==> config.mk <==
export PLATFORM = sky130hd
export DESIGN_NAME = priority_voice_allocator
export DESIGN_NICKNAME = d
export VERILOG_FILES = /design/src/rtl/core/pva_pkg.sv /design/src/rtl/core/priority_voice_allocator.sv /design/src/rtl/core/pva_ram.sv /design/src/rtl/core/pva_useq.sv /design/src/rtl/core/pva_datapath.sv
export VERILOG_INCLUDE_DIRS = /design/src /design/src/rtl/core
export SDC_FILE = /design/constraint.sdc
export NUM_CORES = 1
export LEC_CHECK = 0
export BUFFER_PORTS_ARGS = -buffer_cell sky130_fd_sc_hd__buf_2
export CAP_MARGIN = 20
export CORE_ASPECT_RATIO = 0.7
export CORE_MARGIN = 2
export CORE_UTILIZATION = 40
export DETAILED_ROUTE_END_ITERATION = 6
export PLACE_DENSITY = 0.54
export SLEW_MARGIN = 15
export SYNTH_ARGS = -nofsm -noshare
export SYNTH_HDL_FRONTEND = slang
export SYNTH_HIERARCHICAL = 1
export SYNTH_SLANG_ARGS = --single-unit
==> constraint.sdc <==
create_clock -name clk_i -period 5.5 [get_ports clk_i]
set_input_delay 1.375 -clock clk_i [delete_from_list [all_inputs] [get_ports clk_i]]
set_output_delay 1.375 -clock clk_i [all_outputs]
set_load 0.01 [all_outputs]
==> src/rtl/core/priority_voice_allocator_assert.svh <==
// ----------------------------------------------------------------------------
// Assertion macros for the voice allocator
// Shared concurrent check forms, clocked on clk_i and held off during reset.
// ----------------------------------------------------------------------------
`ifndef PRIORITY_VOICE_ALLOCATOR_ASSERT_SVH
`define PRIORITY_VOICE_ALLOCATOR_ASSERT_SVH

// Same-cycle implication.
`define PVA_ASSERT_NOW(lbl, ante, cons, msg) \
  lbl: assert property (@(posedge clk_i) disable iff (!rst_ni) (ante) |-> (cons)) \
    else $error(msg);

// Next-cycle implication.
`define PVA_ASSERT_NXT(lbl, ante, cons, msg) \
  lbl: assert property (@(posedge clk_i) disable iff (!rst_ni) (ante) |=> (cons)) \
    else $error(msg);

`endif

==> src/rtl/core/pva_pkg.sv <==
// ----------------------------------------------------------------------------
// pva_pkg
// Sizes, beat types and microcode types for the voice allocator.
// ----------------------------------------------------------------------------
package pva_pkg;

  localparam int NUM_VOICES    = 128;
  localparam int PRIORITY_BITS = 8;
  localparam int SLOT_W        = $clog2(NUM_VOICES);

  // Input beat.
  typedef struct packed {
    logic       cmd;
    logic [7:0] request_priority;
    logic [6:0] release_slot;
  } in_item_t;

  // Result beat.
  typedef struct packed {
    logic       ok;
    logic [6:0] granted_slot;
    logic       stolen;
  } out_item_t;

  // Command code of an input beat.
  localparam logic CMD_ALLOC   = 1'b0;
  localparam logic CMD_RELEASE = 1'b1;

  // Microprogram steps.
  typedef enum logic [2:0] {
    ST_FETCH,
    ST_DISPATCH,
    ST_SCAN,
    ST_DRAIN,
    ST_RESULT,
    ST_RELEASE
  } step_e;

  // Jump conditions.
  typedef enum logic [2:0] {
    C_ALWAYS,
    C_IN_VALID,
    C_RELEASE,
    C_SCAN_MORE,
    C_OUT_BUSY
  } cond_e;

  // Datapath actions of one control word.
  typedef struct packed {
    logic take_in;
    logic clr_scan;
    logic issue;
    logic grant;
    logic release_op;
  } act_t;

  // One control word of the microprogram.
  typedef struct packed {
    act_t  act;
    cond_e cond;
    step_e tgt_t;
    step_e tgt_f;
  } ctrl_word_t;

  // Status flags sampled by the sequencer.
  typedef struct packed {
    logic in_valid;
    logic is_release;
    logic scan_more;
    logic out_busy;
  } flags_t;

endpackage

==> src/rtl/core/priority_voice_allocator.sv <==
// ----------------------------------------------------------------------------
// priority_voice_allocator
// Grants playback voices by priority and steals the weakest when full.
// ----------------------------------------------------------------------------
// Input channel (in_valid_i / in_stall_o / in_item_i): one beat per command.
// cmd allocate asks for a voice at request_priority; cmd release frees the
// voice named by release_slot. Output channel (out_valid_o / out_stall_i /
// out_item_o) returns exactly one beat per command, in order.
// An allocate walks every voice through the priority store, one entry a
// cycle on its single read port; a release skips the scan.
// The next command is accepted in the cycle after its result is loaded, while
// that result may still sit in the output register.
// At reset all voices are inactive; the priority store is not cleared.
// While the receiver stalls, the result is held; the sequencer can still take a
// further command, but waits in the result or release step to load its result.
// ----------------------------------------------------------------------------
module priority_voice_allocator
  import pva_pkg::*;
(
  input  logic      clk_i,
  input  logic      rst_ni,
  input  logic      in_valid_i,
  output logic      in_stall_o,
  input  in_item_t  in_item_i,
  output logic      out_valid_o,
  input  logic      out_stall_i,
  output out_item_t out_item_o
);

  act_t   act;
  flags_t flags;

  // Microcode sequencer.
  pva_useq u_useq (
    .clk_i   (clk_i),
    .rst_ni  (rst_ni),
    .flags_i (flags),
    .act_o   (act)
  );

  // Datapath.
  pva_datapath u_datapath (
    .clk_i       (clk_i),
    .rst_ni      (rst_ni),
    .act_i       (act),
    .in_valid_i  (in_valid_i),
    .in_item_i   (in_item_i),
    .out_stall_i (out_stall_i),
    .flags_o     (flags),
    .out_valid_o (out_valid_o),
    .out_item_o  (out_item_o)
  );

  // Inputs are taken only in the fetch step.
  assign in_stall_o = ~act.take_in;

endmodule

==> src/rtl/core/pva_ram.sv <==
// ----------------------------------------------------------------------------
// pva_ram
// Generic single-write, single-read RAM with a registered read port.
// ----------------------------------------------------------------------------
module pva_ram #(
  parameter int WIDTH = 8,
  parameter int DEPTH = 128
) (
  input  logic                     clk_i,
  input  logic                     we_i,
  input  logic [$clog2(DEPTH)-1:0] waddr_i,
  input  logic [WIDTH-1:0]         wdata_i,
  input  logic [$clog2(DEPTH)-1:0] raddr_i,
  output logic [WIDTH-1:0]         rdata_o
);

  logic [WIDTH-1:0] mem_q [DEPTH];
  logic [WIDTH-1:0] rdata_q;

  // Write port and registered read port.
  always_ff @(posedge clk_i) begin
    if (we_i) begin
      mem_q[waddr_i] <= wdata_i;
    end
    rdata_q <= mem_q[raddr_i];
  end

  assign rdata_o = rdata_q;

endmodule

==> src/rtl/core/pva_useq.sv <==
// ----------------------------------------------------------------------------
// pva_useq
// Microcode sequencer: step counter, control store and conditional jumps.
// ----------------------------------------------------------------------------
module pva_useq
  import pva_pkg::*;
(
  input  logic   clk_i,
  input  logic   rst_ni,
  input  flags_t flags_i,
  output act_t   act_o
);

  step_e      step_q, step_d;
  ctrl_word_t word;
  logic       cond_hit;

  // Control store. Each word names its actions, a condition and two targets.
  function automatic ctrl_word_t rom(step_e s);
    ctrl_word_t w;
    w = '{act: '0, cond: C_ALWAYS, tgt_t: ST_FETCH, tgt_f: ST_FETCH};
    case (s)
      ST_FETCH: begin
        w.act.take_in = 1'b1;
        w.cond  = C_IN_VALID;
        w.tgt_t = ST_DISPATCH;
        w.tgt_f = ST_FETCH;
      end
      ST_DISPATCH: begin
        w.act.clr_scan = 1'b1;
        w.cond  = C_RELEASE;
        w.tgt_t = ST_RELEASE;
        w.tgt_f = ST_SCAN;
      end
      ST_SCAN: begin
        w.act.issue = 1'b1;
        w.cond  = C_SCAN_MORE;
        w.tgt_t = ST_SCAN;
        w.tgt_f = ST_DRAIN;
      end
      ST_DRAIN: begin
        w.cond  = C_ALWAYS;
        w.tgt_t = ST_RESULT;
        w.tgt_f = ST_RESULT;
      end
      ST_RESULT: begin
        w.act.grant = 1'b1;
        w.cond  = C_OUT_BUSY;
        w.tgt_t = ST_RESULT;
        w.tgt_f = ST_FETCH;
      end
      ST_RELEASE: begin
        w.act.release_op = 1'b1;
        w.cond  = C_OUT_BUSY;
        w.tgt_t = ST_RELEASE;
        w.tgt_f = ST_FETCH;
      end
      default: begin
        w.cond  = C_ALWAYS;
        w.tgt_t = ST_FETCH;
        w.tgt_f = ST_FETCH;
      end
    endcase
    return w;
  endfunction

  // Fetch the current word and evaluate its condition.
  always_comb begin
    word = rom(step_q);
    case (word.cond)
      C_ALWAYS:    cond_hit = 1'b1;
      C_IN_VALID:  cond_hit = flags_i.in_valid;
      C_RELEASE:   cond_hit = flags_i.is_release;
      C_SCAN_MORE: cond_hit = flags_i.scan_more;
      C_OUT_BUSY:  cond_hit = flags_i.out_busy;
      default:     cond_hit = 1'b0;
    endcase
  end

  // Next step.
  always_comb begin
    step_d = cond_hit ? word.tgt_t : word.tgt_f;
  end

  // Actions driven into the datapath.
  always_comb begin
    act_o = word.act;
  end

  always_ff @(posedge clk_i or negedge rst_ni) begin
    if (!rst_ni) begin
      step_q <= ST_FETCH;
    end else begin
      step_q <= step_d;
    end
  end

endmodule

==> src/rtl/core/pva_datapath.sv <==
// ----------------------------------------------------------------------------
// pva_datapath
// Active bits, scan trackers, priority store and result register.
// ----------------------------------------------------------------------------
`include "priority_voice_allocator_assert.svh"

module pva_datapath
  import pva_pkg::*;
(
  input  logic      clk_i,
  input  logic      rst_ni,
  input  act_t      act_i,
  input  logic      in_valid_i,
  input  in_item_t  in_item_i,
  input  logic      out_stall_i,
  output flags_t    flags_o,
  output logic      out_valid_o,
  output out_item_t out_item_o
);

  in_item_t                item_q;
  logic [NUM_VOICES-1:0]   active_q, active_d;
  logic [SLOT_W-1:0]       scan_idx_q, scan_idx_d;
  logic [SLOT_W-1:0]       acc_idx_q;
  logic                    acc_act_q;
  logic                    rd_vld_q;
  logic                    free_found_q, free_found_d;
  logic [SLOT_W-1:0]       free_slot_q, free_slot_d;
  logic                    steal_found_q, steal_found_d;
  logic [SLOT_W-1:0]       steal_slot_q, steal_slot_d;
  logic [PRIORITY_BITS-1:0] steal_prio_q, steal_prio_d;
  logic [PRIORITY_BITS-1:0] req_prio;
  logic [PRIORITY_BITS-1:0] rd_prio;
  logic                    out_valid_q, out_valid_d;
  out_item_t               out_q, out_d;
  logic                    out_busy;
  logic                    grant_fire, release_fire;
  logic                    ram_we;
  logic [SLOT_W-1:0]       grant_idx;
  logic [SLOT_W-1:0]       rel_idx;
  logic                    rel_in_range;

  assign req_prio     = PRIORITY_BITS'(item_q.request_priority);
  assign rel_idx      = SLOT_W'(item_q.release_slot);
  assign rel_in_range = 32'(item_q.release_slot) < 32'(NUM_VOICES);
  assign out_busy     = out_valid_q & out_stall_i;
  assign grant_fire   = act_i.grant & ~out_busy;
  assign release_fire = act_i.release_op & ~out_busy;

  // Status flags for the sequencer.
  always_comb begin
    flags_o.in_valid   = in_valid_i;
    flags_o.is_release = (item_q.cmd == CMD_RELEASE);
    flags_o.scan_more  = (scan_idx_q != SLOT_W'(NUM_VOICES - 1));
    flags_o.out_busy   = out_busy;
  end

  // Priority store, read one entry a cycle during the scan.
  pva_ram #(
    .WIDTH (PRIORITY_BITS),
    .DEPTH (NUM_VOICES)
  ) u_prio_ram (
    .clk_i   (clk_i),
    .we_i    (ram_we),
    .waddr_i (grant_idx),
    .wdata_i (req_prio),
    .raddr_i (scan_idx_q),
    .rdata_o (rd_prio)
  );

  // Scan counter and trackers. The first inactive voice and the weakest
  // active voice not above the request are kept as the entries stream by.
  always_comb begin
    scan_idx_d    = scan_idx_q;
    free_found_d  = free_found_q;
    free_slot_d   = free_slot_q;
    steal_found_d = steal_found_q;
    steal_slot_d  = steal_slot_q;
    steal_prio_d  = steal_prio_q;
    if (act_i.clr_scan) begin
      scan_idx_d    = '0;
      free_found_d  = 1'b0;
      steal_found_d = 1'b0;
    end else begin
      if (act_i.issue) begin
        scan_idx_d = scan_idx_q + 1'b1;
      end
      if (rd_vld_q) begin
        if (!acc_act_q && !free_found_q) begin
          free_found_d = 1'b1;
          free_slot_d  = acc_idx_q;
        end
        if (acc_act_q && (rd_prio <= req_prio) &&
            (!steal_found_q || (rd_prio < steal_prio_q))) begin
          steal_found_d = 1'b1;
          steal_slot_d  = acc_idx_q;
          steal_prio_d  = rd_prio;
        end
      end
    end
  end

  // Grant choice and the result of the current command.
  always_comb begin
    grant_idx = free_found_q ? free_slot_q : steal_slot_q;
    ram_we    = grant_fire & (free_found_q | steal_found_q);
    active_d  = active_q;
    out_d     = out_q;
    if (grant_fire) begin
      out_d.ok           = free_found_q | steal_found_q;
      out_d.granted_slot = (free_found_q | steal_found_q) ? 7'(grant_idx) : 7'd0;
      out_d.stolen       = ~free_found_q & steal_found_q;
      if (free_found_q | steal_found_q) begin
        active_d[grant_idx] = 1'b1;
      end
    end else if (release_fire) begin
      out_d.ok           = rel_in_range & active_q[rel_idx];
      out_d.granted_slot = 7'd0;
      out_d.stolen       = 1'b0;
      if (rel_in_range) begin
        active_d[rel_idx] = 1'b0;
      end
    end
    out_valid_d = grant_fire | release_fire | out_busy;
  end

  // Control registers.
  always_ff @(posedge clk_i or negedge rst_ni) begin
    if (!rst_ni) begin
      active_q      <= '0;
      rd_vld_q      <= 1'b0;
      out_valid_q   <= 1'b0;
      scan_idx_q    <= '0;
      free_found_q  <= 1'b0;
      steal_found_q <= 1'b0;
    end else begin
      active_q      <= active_d;
      rd_vld_q      <= act_i.issue;
      out_valid_q   <= out_valid_d;
      scan_idx_q    <= scan_idx_d;
      free_found_q  <= free_found_d;
      steal_found_q <= steal_found_d;
    end
  end

  // Payload registers.
  always_ff @(posedge clk_i) begin
    if (act_i.take_in && in_valid_i) begin
      item_q <= in_item_i;
    end
    acc_idx_q    <= scan_idx_q;
    acc_act_q    <= active_q[scan_idx_q];
    free_slot_q  <= free_slot_d;
    steal_slot_q <= steal_slot_d;
    steal_prio_q <= steal_prio_d;
    out_q        <= out_d;
  end

  assign out_valid_o = out_valid_q;
  assign out_item_o  = out_q;

  `PVA_ASSERT_NOW(a_no_overwrite, (grant_fire || release_fire), !out_busy,
    "result loaded while the previous beat is still stalled")
  `PVA_ASSERT_NOW(a_stolen_ok, (out_valid_q && out_q.stolen), out_q.ok,
    "stolen flag set on a failed result")
  `PVA_ASSERT_NXT(a_grant_active, ram_we, active_q[$past(grant_idx)],
    "granted voice not marked active")
  `PVA_ASSERT_NOW(a_scan_exclusive, rd_vld_q, (!grant_fire && !release_fire),
    "result produced while the scan is still streaming")

endmodule

== Word-level counts from Yosys, hierarchy flattened ==
Memory sizes are Yosys's and may differ from the RTL's. A register that Yosys moved wholly into a read port is not among the register bits.
Cells that the tools add are included.

* Order comparisons: 7
* Add/sub/neg operators: 1
* Multiplexer cells: 33
* Bitwise logic cells: 15
* Equality and inequality tests: 11
* Reduce and logical (&&, ||, !) cells: 22

{| class="wikitable"
|+ Operators by type and width
! operator !! number
|-
| 128-bit two-way mux || 3
|-
| 128-bit bitwise AND || 1
|-
| 128-bit inverter || 1
|-
| 128-bit OR || 1
|-
| 9-bit case mux with 6 select lines || 1
|-
| 7-bit two-way mux || 4
|-
| 7-bit by 8-bit less-than comparator with 1-bit output (second input constant) || 3
|-
| 9-bit two-way mux || 2
|-
| 1-bit two-way mux || 17
|-
| 1-bit binary-select mux with 7-bit select || 2
|-
| 1-bit demux with 7-bit select || 2
|-
| 7-bit by 1-bit greater-or-equal comparator with 1-bit output (second input constant) || 2
|-
| 3-bit by 2-bit == test with 1-bit output (second input constant) || 4
|-
| 2-bit nonzero test || 5
|-
| 3-bit == test (second input constant) || 3
|-
| 8-bit less-or-equal comparator || 1
|-
| 8-bit less-than comparator || 1
|-
| 7-bit by 1-bit adder with 7-bit output (second input constant) || 1
|-
| 7-bit != test (second input constant) || 1
|-
| 3-bit by 1-bit == test with 1-bit output (second input constant) || 2
|-
| 1-bit logical AND || 6
|-
| 3-bit logical NOT || 2
|-
| 2-bit AND reduction || 3
|-
| 3-bit AND reduction || 2
|-
| other kinds (8) || 19
|}

* Logic and storage cells: 108
* Input port bits: 20
* Output and inout bits: 11
* Register bits after elaboration: 197
* Memories: 1
* RAM bits: 1,024

{| class="wikitable"
|+ Memory list
! memory !! depth !! width !! rd ports !! clocked after memory_dff !! write ports !! RTL line !! source
|-
| u_datapath.u_prio_ram.mem_q || 128 || 8 || 1 || 1 || 1 || pva_ram.sv:17 || <nowiki>logic [WIDTH-1:0] mem_q [DEPTH];</nowiki>
|}

== Depth between registers and ports, before layout ==
* Depth after elaboration: 8
* Mapped depth: 11

== Cells and area by module ==
The synthesis kept the hierarchy.

{| class="wikitable"
|+ Modules (own cells, without submodules)
! module !! area an instance (um^2) !! cells an instance !! instances !! sequential area each (um^2)
|-
| pva_ram || 39,665.5 || 1,635 || 1 || 30,909.6
|-
| pva_datapath || 10,138.5 || 963 || 1 || 5,049.8
|-
| pva_useq || 172.7 || 22 || 1 || 75.1
|-
| priority_voice_allocator || 3.8 || 1 || 1 || 0.0
|}

== Least setup slack after synthesis ==
Ideal clock, no wire load.

* Path type: register -> register
* Start point: register u_datapath.item_q (netlist bit u_datapath/req_prio[5])
* End point: register u_datapath.steal_prio_q[0], enable pin
* Clock period less this slack: 3.768 ns
* Required time: 5.128 ns
* Slack: 1.732 ns
* Cell stages (with the launch flop): 9
* Arrival: 3.396 ns
* Buffers on the path: 0
* Setup time: 0.372 ns
* Path through: edfxtp_1 -> inv_1 -> ha_1 -> a21o_1 -> a21o_1 -> a21oi_1 -> o21ai_0 -> a21oi_1 -> and3_1

* Cells in the longest elaborated chain, start to end: 4

{| class="wikitable"
|+ Ends and longest elaborated chain
! item !! RTL line !! source
|-
| from (decl) || pva_datapath.sv:21 || <nowiki>in_item_t item_q;</nowiki>
|-
| from (signal assigned) || pva_datapath.sv:149 || <nowiki>item_q <= in_item_i;</nowiki>
|-
| 8-bit less-or-equal comparator || pva_datapath.sv:93 || <nowiki>if (acc_act_q && (rd_prio <= req_prio) &&</nowiki>
|-
| 1-bit logical AND (2 in a row) || pva_datapath.sv:93 ||
|-
| 3-bit AND reduction (no line) || n/a ||
|-
| to (signal assigned) || pva_datapath.sv:155 || <nowiki>steal_prio_q <= steal_prio_d;</nowiki>
|-
| to (decl) || pva_datapath.sv:31 || <nowiki>logic [PRIORITY_BITS-1:0] steal_prio_q, steal_prio_d;</nowiki>
|}

No other way between the ends.
A chain may end at the register's enable or synchronous reset.

==> metrics.md <==
| Metric | Value |
|---|---|
| Initial Utilization | 40.3% |
| Status | finished, final reports clean |
| Least-Margin Pin Slew | 1210 ps |
| First-pass GRT wire length | 199 mm |
| Routability cong. | 0.894 |
| Power per cell area | 425 nW/um2 |
| Synth Warn # | 6 |
| Final Non-Filler Cells | 4455 |
| Worst-Skew Late Latency | 730 ps |
| P_leak | 17.6 nW |
| Fill count | 10481 |
| PortBufs | 30 |
| Max rail drop VDD | 0.000275 V |
| Max-slew violations | 0 |
| Post-CTS Hold Fix Bufs | 0 |
| Clk sinks | 1229 |
| Period minus WS final | 4090 ps |
| Hold path cells | 0 |
| Antenna violations before repair | 14 |
| Core area | 124000 um2 |
| Crit Path Category | reg -> reg |
| RR Endpoint | u_datapath/u_prio_ram/mem_q[4][7] |
| Syn Std Cell Area | 50000 um2 |
| Dpl cells | 4233 |
| Post_cts resized | 0 |
| Unrepaired setup endpoints after global routing | no |
| Hold Vio Cnt, Final | 0 |
| CTS clk-pin slew, worst paths | 70 ps |
| TritonCTS clock tree | done |
| CTS Buf Count | 115 |
| Post-layout util | 45.3% |
| Top_reg_cell synth | edfxtp_1 |
| Chip width | 426 um |
| Endpoint, Worst Hold | u_datapath/steal_slot_q[1] |
| Row count | 108 |
| Setup Buffers After CTS | 0 |
| Routed WL per cell | 31.0 um |
| Ys async rst share | 11.6% |
| Worst-case reg-to-reg path depth | 9 |
| Clock power share | 34.7% |
| Ant. Diodes | 0 |
| # H-tree levels | 3 |
| EDFF count, synth | 1071 |
| Mapped Cells | 2621 |
| Grt ovf | 0 |
| Boundary Pins | 31 |
| Nets | 2739 |
| Cell Int Power | 17.3 mW |
| Setup violations, final | 0 |
| Routed WL | 138 mm |
| Hold Crit Class | reg -> reg |
| Share of cells above drive strength 1 | 24.5% |
| Detailed placer's ending HPWL | 86.3 mm |
| Switching Share | 27.5% |
| Final period util | 74.3% |
| Synth cell types | 73 |
| Max Freq | 0.245 GHz |
| Vias per inst | 6.10 |
| CP required | 5850 ps |
| Logic pwr share | 18.5% |
| Die Height | 300 um |
| Max Cap Violations | 0 |
| Synth Register Bits | 1229 |
| Sequential share of power | 46.8% |
| Area Overhead vs Synth | 12.3% |
| Antenna Violating Nets Remaining | 0 |
| Final hold slack | 435 ps |
| CP endpoint kind | register |
| Syn Area/Cell | 19.1 um2 |
| Detailed-route DRC error count | 0 |
| Worst Path Arrival | 4430 ps |
| Total die area | 128000 um2 |
| R2R setup slack | 1410 ps |
| Sw power | 6.58 mW |
| CP Launch Type | register |
| Max-Slew Margin vs Limit | 19.2% |
| Vias in the first global route | 26751 |
| Skew final | 26.8 ps |
| Critical path fanouts, max | 9 |
| Largest net degree at the start of global routing | 130 |
| GRT Util Overall | 21.6% |
| Vias | 27194 |
| Clock root cell | clkbuf_16 |
| Iter 0 DRT Violations | 3451 |
| DRT Pass-1 Iters | 6 |
| Setup TNS Final | 0 ps |
| Syn nets | 2657 |
| R2R Path Start | u_useq/step_q[2] |
| Sequential share of the synthesized area | 72.1% |
| Hold Crit Start | u_datapath/acc_idx_q[1] |
| Longest Clk Path Bufs | 3 |
## cells in the final DEF, fill, tap and decap left out, types with 9 or more instances in the layout
cell,count
edfxtp_1,1071
mux4_2,365
o21ai_0,258
nor2_1,158
dfrtp_1,137
clkbuf_16,119
nand2_1,105
buf_4,67
mux2i_1,51
nand3_1,37
inv_1,29
buf_2,29
clkbuf_1,27
nor2b_1,27
clkinv_2,21
nor3_1,19
clkinv_1,17
bufinv_16,16
a21oi_1,16
mux2_2,16
ha_1,16
dfxtp_1,16
o22ai_1,12
buf_12,12
a221oi_1,11
nand4_1,11
a22oi_1,9
## sequential cells by signal, summed over array words and instances (netlist names), 8 cells and up
name and count:
u_datapath/u_prio_ram/rdata_o 8, u_datapath/req_prio 8, u_datapath/u_prio_ram/mem_q 1024, u_datapath/steal_prio_q 8, u_datapath/out_item_o 9, u_datapath/active_q 128
## critical path: stages, from the launching register on
cell and delay (ps):
dfrtp_1 470, inv_1 130, nor3_1 500, and2_1 440, o21ai_2 240, inv_1 220
nor2b_1 350, nand2_1 310, buf_4 340, nor2_1 670
## per-layer routing
layer / up-vias / share of wire (%) / global-route usage, %
met2: 1505 / 42 / 29.1
met3: 220 / 10 / 5.39
met4: 2 / 1.9 / 4.56
li1: 10879 / - / -
met1: 14588 / 46 / 35.1
met5: - / 0.0094 / 0
## cell usage after synthesis, types with 12 or more instances
| master | number | area share [%] |
|---|---|---|
| nor3_1 | 20 | 0.20 |
| nor2b_1 | 27 | 0.34 |
| buf_1 | 19 | 0.14 |
| inv_1 | 29 | 0.22 |
| buf_2 | 28 | 0.28 |
| clkbuf_1 | 65 | 0.49 |
| mux2_2 | 16 | 0.36 |
| buf_4 | 23 | 0.35 |
| nor2_1 | 158 | 1.2 |
| mux4_2 | 365 | 16 |
| mux2i_1 | 51 | 1.0 |
| edfxtp_1 | 1071 | 64 |
| dfxtp_1 | 16 | 0.64 |
| o22ai_1 | 12 | 0.15 |
| ha_1 | 16 | 0.40 |
| nand3_1 | 37 | 0.37 |
| dfrtp_1 | 142 | 7.1 |
| o21ai_0 | 258 | 2.6 |
| nand2_1 | 105 | 0.79 |
| a21oi_1 | 16 | 0.16 |
## final cells by class
cell class | instances | area, um2 | area share (%)
clock buffer | 152 | 3160 | 5.63
clock inverter | 67 | 773 | 1.38
inverter | 30 | 113 | 0.201
multi-input combinational | 1216 | 13100 | 23.3
sequential | 1229 | 36100 | 64.2
tap | 1650 | 2060 | 3.68
timing repair buffer | 111 | 918 | 1.64
## how the worst max path moves through the flow
stage                                      start                                 end  slack [ps]  cells after the start
after floorplan           u_datapath/req_prio[5]          u_datapath/steal_prio_q[0]        1730                      8
after detailed placement             out_stall_i   u_datapath/u_prio_ram/mem_q[4][7]         970                      9
after global placement               out_stall_i  u_datapath/u_prio_ram/mem_q[50][2]        1080                      9
final                           u_useq/step_q[2]   u_datapath/u_prio_ram/mem_q[4][7]        1410                      9
after global routing            u_useq/step_q[2]  u_datapath/u_prio_ram/mem_q[50][1]        1260                      9
after CTS                       u_useq/step_q[2]  u_datapath/u_prio_ram/mem_q[50][1]        1490                      9
## kinds of logic (layout without fill, tap and decap cells)
family / after synthesis / in the layout / share of synthesized area [%]
AOI/OAI and AO/OA: 368 / 368 / 4.25
and+or+nand+nor: 393 / 393 / 3.49
muxes: 434 / 434 / 17.9
adders and majority gates: 16 / 16 / 0.401
DFF: 1229 / 1229 / 72.1
buffers and inverters: 176 / 360 / 1.76
xor gates and xnor gates: 5 / 5 / 0.0876
## stage by stage
step / power, mW / instance area, um2 / setup slack, ps
floorplan: 14.1 / 50000 / 1730
global placement: 15.7 / 52200 / 1080
detailed placement: 15.8 / 52200 / 973
CTS: 24.1 / 56100 / 1490
global route: 24.7 / 56200 / 1260
finish: 23.9 / 56200 / 1410
## power by group through the flow
stage	Sequential (mW)	Combinational, mW	Clock (mW)
global route	11.2	4.68	8.82
finish	11.2	4.43	8.29
detailed placement	11.4	4.44	0
floorplan	11.4	2.73	0
global placement	11.3	4.39	0
CTS	11.2	4.44	8.45
Power figures use the tool's default switching activity.
